[src/rtl/sedl_pkg.sv]
// ============================================================================
// sedl_pkg: shared types and codes for the dedup ledger
// Request codes, verdict codes, entry flags and controller/datapath structs.
// ============================================================================
`default_nettype none
package sedl_pkg;

    localparam int REQ_BITS  = 3;
    localparam int VERD_BITS = 2;
    localparam int POL_BITS  = 2;
    localparam int CNT_BITS  = 32;
    localparam int DECL_BITS = 20;
    localparam int CFG_IDX_BITS = 3;
    localparam int CAP_BITS  = 7;

    // key field widths, fixed by the port list and the declaration packing
    localparam int KIND_BITS = 16;
    localparam int TICK_BITS = 32;

    localparam logic [2:0] REQ_REALISE = 3'd0;
    localparam logic [2:0] REQ_CONFIRM = 3'd1;
    localparam logic [2:0] REQ_INVAL   = 3'd2;
    localparam logic [2:0] REQ_PRUNE   = 3'd3;
    localparam logic [2:0] REQ_CLEAR   = 3'd4;

    localparam logic [1:0] V_REALISE = 2'd0;
    localparam logic [1:0] V_SUPP    = 2'd1;
    localparam logic [1:0] V_DEFER   = 2'd2;
    localparam logic [1:0] V_UNDECL  = 2'd3;

    localparam logic [2:0] CFG_SLOT_A = 3'd0;
    localparam logic [2:0] CFG_SLOT_B = 3'd1;
    localparam logic [2:0] CFG_SLOT_C = 3'd2;
    localparam logic [2:0] CFG_SLOT_D = 3'd3;
    localparam logic [2:0] CFG_CAP    = 3'd4;

    // entry flag bits
    localparam int FL_SPEC  = 0;
    localparam int FL_CONF  = 1;
    localparam int FL_INVAL = 2;

    // controller to datapath
    typedef struct packed {
        logic load;       // capture request
        logic scan_clr;   // reset scan and write indices and the oldest-tick minimum
        logic scan_step;  // process entry at scan index (read data valid)
        logic drop_front; // shift-out pass start
        logic finish;     // apply final updates and present result
    } sedl_cmd_t;

    // datapath to controller
    typedef struct packed {
        logic scan_last;  // scan index reached held count
        logic need_drop;  // append needs a front drop
    } sedl_sts_t;

endpackage
`default_nettype wire

[src/rtl/sedl_ctrl.sv]
// ============================================================================
// sedl_ctrl: request sequencer
// Steps through a read/modify/compact pass over the held entries.
// ============================================================================
`default_nettype none
module sedl_ctrl
    import sedl_pkg::*;
(
    input  wire logic      clk,
    input  wire logic      rst_n,
    input  wire logic      start,
    input  wire sedl_sts_t sts,
    output logic           busy,
    output sedl_cmd_t      cmd
);
    typedef enum logic [2:0] {
        ST_IDLE, ST_PRIME, ST_SCAN, ST_DROP, ST_FIN
    } state_t;

    state_t state_reg, state_next;
    logic   busy_next;

    // next state
    always_comb
    begin
        state_next = state_reg;
        cmd        = '0;
        unique case (state_reg)
            ST_IDLE:
            begin
                if (start)
                begin
                    cmd.load   = 1'b1;
                    state_next = ST_PRIME;
                end
            end
            ST_PRIME:
            begin
                // first read address presented; data valid next cycle
                cmd.scan_clr = 1'b1;
                state_next   = ST_SCAN;
            end
            ST_SCAN:
            begin
                if (sts.scan_last)
                begin
                    if (sts.need_drop)
                    begin
                        cmd.drop_front = 1'b1;
                        state_next     = ST_DROP;
                    end
                    else
                    begin
                        state_next = ST_FIN;
                    end
                end
                else
                begin
                    cmd.scan_step = 1'b1;
                end
            end
            ST_DROP:
            begin
                // drop pass rescans and compacts past front entry
                cmd.scan_clr = 1'b1;
                state_next   = ST_SCAN;
            end
            ST_FIN:
            begin
                cmd.finish = 1'b1;
                state_next = ST_IDLE;
            end
            default:
            begin
                state_next = ST_IDLE;
            end
        endcase
    end

    assign busy_next = (state_next != ST_IDLE);

    // state and registered busy
    always_ff @(posedge clk or negedge rst_n)
    begin
        if (!rst_n)
        begin
            state_reg <= ST_IDLE;
            busy      <= 1'b0;
        end
        else
        begin
            state_reg <= state_next;
            busy      <= busy_next;
        end
    end

`ifndef SYNTH
    a_busy_idle: assert property (@(posedge clk) disable iff (!rst_n)
        busy == (state_reg != ST_IDLE))
        else $error("busy out of step with state");
    a_fin_idle: assert property (@(posedge clk) disable iff (!rst_n)
        cmd.finish |=> !busy)
        else $error("finish not followed by idle");
    a_load_prime: assert property (@(posedge clk) disable iff (!rst_n)
        cmd.load |=> (state_reg == ST_PRIME))
        else $error("load not followed by prime");
`endif
endmodule
`default_nettype wire

[config.mk]
export PLATFORM = sky130hd
export DESIGN_NAME = sedl_ctrl
export DESIGN_NICKNAME = d
export VERILOG_FILES = /design/src/rtl/sedl_pkg.sv /design/src/rtl/sedl_ctrl.sv
export SDC_FILE = /design/constraint.sdc
export NUM_CORES = 1
export LEC_CHECK = 0
export ABC_AREA = 1
export BUFFER_PORTS_ARGS = -buffer_cell sky130_fd_sc_hd__buf_4
export CORE_AREA = 2 2 39 41
export CTS_CLUSTER_DIAMETER = 50
export CTS_CLUSTER_SIZE = 25
export DETAILED_ROUTE_END_ITERATION = 8
export DIE_AREA = 0 0 41 43
export GPL_TIMING_DRIVEN = 0
export PLACE_DENSITY = 0.36
export REMOVE_ABC_BUFFERS = 1
export SLEW_MARGIN = 20
export SYNTH_ARGS = -nofsm -noshare
export SYNTH_HDL_FRONTEND = slang
export SYNTH_SLANG_ARGS = --single-unit
[constraint.sdc]
create_clock -name clk -period 1 [get_ports clk]
set_input_delay 0.1 -clock clk [delete_from_list [all_inputs] [get_ports clk]]
set_output_delay 0.1 -clock clk [all_outputs]
set_load 0.05 [all_outputs]
==> metrics list <==
- STA classifies the critical path endpoint as a primary output.
* Final hold viol count: 0
- Type of origin of the critical path: flip-flop
* Floorplan die height: 43 um
- Worst vdd rail ir drop: 0.9801 mV
* Diodes inserted: 0
- The detailed router placed 229 vias in this run.
- During synthesis, Yosys emitted a total of 0 warnings.
- Clock tree from TritonCTS: built
- The worst hold path was traced through 2 stages.
- Buffers from clock root to sink, at most: 2
- Clock root buffer: clkbuf_4
* Initial antenna violation count: 0
* Worst min-delay path category: in2reg
- Clock transition at the registers of the reported paths: 0.03 ns
* Setup violation total in the final timing report: 8
- Distinct cells, synth: 11
* Series of cell instances along the critical path: nor2_4 -> nand2_2 -> nor2_2 -> buf_6
- Across the routed clock network, the largest skew measured is 0.002561 ns.
* CTS Buf Count: 3
* Antenna Violating Nets Remaining: 0
- Fraction of final layout cells with drive strength greater than 1: 0.6744
- RD Place Congestion: 0.6522
- The layout has 159 filler cells.
* Fmax achieved: 813.9 MHz
* Number of cells produced by synthesis: 26
- Global route total overflow: 0
- Final period util: 1.229
* Worst reg-to-reg path cell count: 5
- The cell area that synthesis handed to floorplanning was 203.9 um^2.
- Power spread over the standard cell area amounts to 3320 nW/um^2.
- Number of cells on the critical path: 4
* Number of global-route vias before repair: 209
- The total area inside the core boundary comes to 1384 um^2.
- CTS built an H-tree with a depth of 1.
- Master of the slowest instance on the critical path: dfrtp_2
* Detailed Place HPWL: 370.7 um
* Post-layout power: 0.001325 W
- In the routed layout, each cell is associated on average with a via count of 3.881.
- Synthesized flop and latch total: 4
- 11 I/O pins were placed.
* Overall routed net length: 532 um
- Final hold slack: 0.02257 ns
* # rows: 14
- Maximum number of pins on one net before global-route repair: 5
- Port bufs: 10
- Static Leak: 0.2126 nW
* First-pass GRT wire length: 862 um
- Of all nets on the critical path, the largest fanout is 3.
- The setup path with the least slack is of type reg2out.
* Critical Path AT: 1.13 ns
* Number of sinks on the clock net: 4
* Final layout net count: 50
* R2R Setup Slk: -0.12 ns
- Post-synthesis area per instance: 7.844 um^2
* Violated checks: setup timing
- Tmin final: 1.229 ns
- At the pin with the least slew margin, the transition time is 0.1691 ns.
- Fin. max-slew vios: 0
- Residual DRC: 0
- Relative to the synthesized area, the layout overhead comes to 95.71%.
- The cell family contributing the most delay on the critical path is flip-flops.
* Unrepaired setup endpoints after global routing: yes
- After detailed routing, the average wire length per cell comes to 9.017 um.
- Starting density of the core: 0.1474
- Setup slack on the critical path of the routed design comes to -0.2287 ns.
- Outcome: finished with violations
- Total routing usage reported by global routing: 0.08862
- For this run, the detailed router's first-pass iteration total came to 1.
- First-iteration detailed-routing DRC count: 0
- Area used by sequential logic in the layout: 103.9 um^2
- The die covers 1763 um^2.
- The die is 41 um wide.
* Number of buffer and inverter stages on the critical path: 1
- Clock latency on the worst-skew pair: 0.24 ns
- Of the synthesized area, sequential elements account for 0.4908.
* CP Data Required Time: 0.90 ns
* Max-cap violations: 0
* Area occupied by multi-input gates: 92.59 um^2
- Number of flip-flops under the largest register name: 3
- CP max stage delay: 0.43 ns
* Worst relative slew slack: 0.8864
## where the power goes
part           switching, W  internal, W
logic              0.000479     0.000332
registers         0.0000722     0.000238
clock network     0.0000698     0.000134
total              0.000621     0.000704
## final cells by class
| class | count | share of cell area |
|---|---|---|
| multi-input combinational | 15 | 0.2320 |
| timing repair buffer | 14 | 0.3354 |
| clock buffer | 3 | 0.05643 |
| tap | 16 | 0.05016 |
| sequential | 4 | 0.2602 |
| inverter | 7 | 0.06583 |
## cell families (layout without fill, tap and decap cells)
family                 Yosys count  in the layout  synth area share
AO/OA/AOI/OAI                    1              1           0.04295
flip-flops                       4              4            0.4908
buffers and inverters            7             24            0.1289
AND/OR/NAND/NOR                 14             14            0.3374
## cells in the final DEF, fill, tap and decap left out, types with 2 or more instances in the layout
master	netlist	layout
nand2_1	4	3
dfrtp_2	0	3
buf_4	0	8
nor2_1	4	3
buf_8	0	2
inv_1	7	4
nand2_2	1	2
buf_6	0	3
clkbuf_4	0	3
inv_2	0	3
## final timing paths
path,endpoint,start
max in group asynchronous,state_reg[1],rst_n
min in group asynchronous,busy,rst_n
hold / removal,state_reg[2],sts[0]
hold reg to reg,state_reg[0],state_reg[1]
setup reg to reg,state_reg[2],state_reg[2]
setup / recovery,cmd[2],state_reg[2]
## per-layer routing
layer,global-route usage,wire length (um),vias to the layer above
met1,0.09740,210,103
met3,0.09948,73,4
met2,0.08438,230,10
met5,0,0,-
li1,-,-,112
met4,0.08000,17,0
## metrics by stage
step / util / worst slack [ns] / instance area [um^2] / TNS [ns] / cells
detailed placement: 0.2161 / -0.04312 / 299.0 / -0.06645 / 52
finish: 0.2884 / -0.2287 / 399.1 / -1.103 / 59
global route: 0.2884 / -0.3077 / 399.1 / -1.622 / 59
CTS: 0.2694 / -0.2651 / 372.9 / -1.015 / 58
floorplan: - / -0.5970 / 203.9 / -0.9986 / 26
global placement: 0.2161 / -0.02099 / 299.0 / -0.03931 / 52
## timing repair
item / CTS / global route
gates resized for setup: 8 / 9
hold endpoints to repair: 4 / 0
buffers inserted: 2 / 1
hold buffers: 1 / 0
pin swaps: 3 / 4
endpoints found under the setup margin: 5 / 8
## synth_stat cells
| master | n | share of area |
|---|---|---|
| nand3_1 | 1 | 0.025 |
| nor3_2 | 1 | 0.049 |
| nand2_1 | 4 | 0.074 |
| inv_1 | 7 | 0.13 |
| nand4_1 | 1 | 0.031 |
| nor2_2 | 1 | 0.031 |
| dfrtp_1 | 4 | 0.49 |
| nor3_1 | 1 | 0.025 |
| o21ai_2 | 1 | 0.043 |
| nand2_2 | 1 | 0.031 |
| nor2_1 | 4 | 0.074 |
No activity file was read; power rests on OpenSTA's default activity.
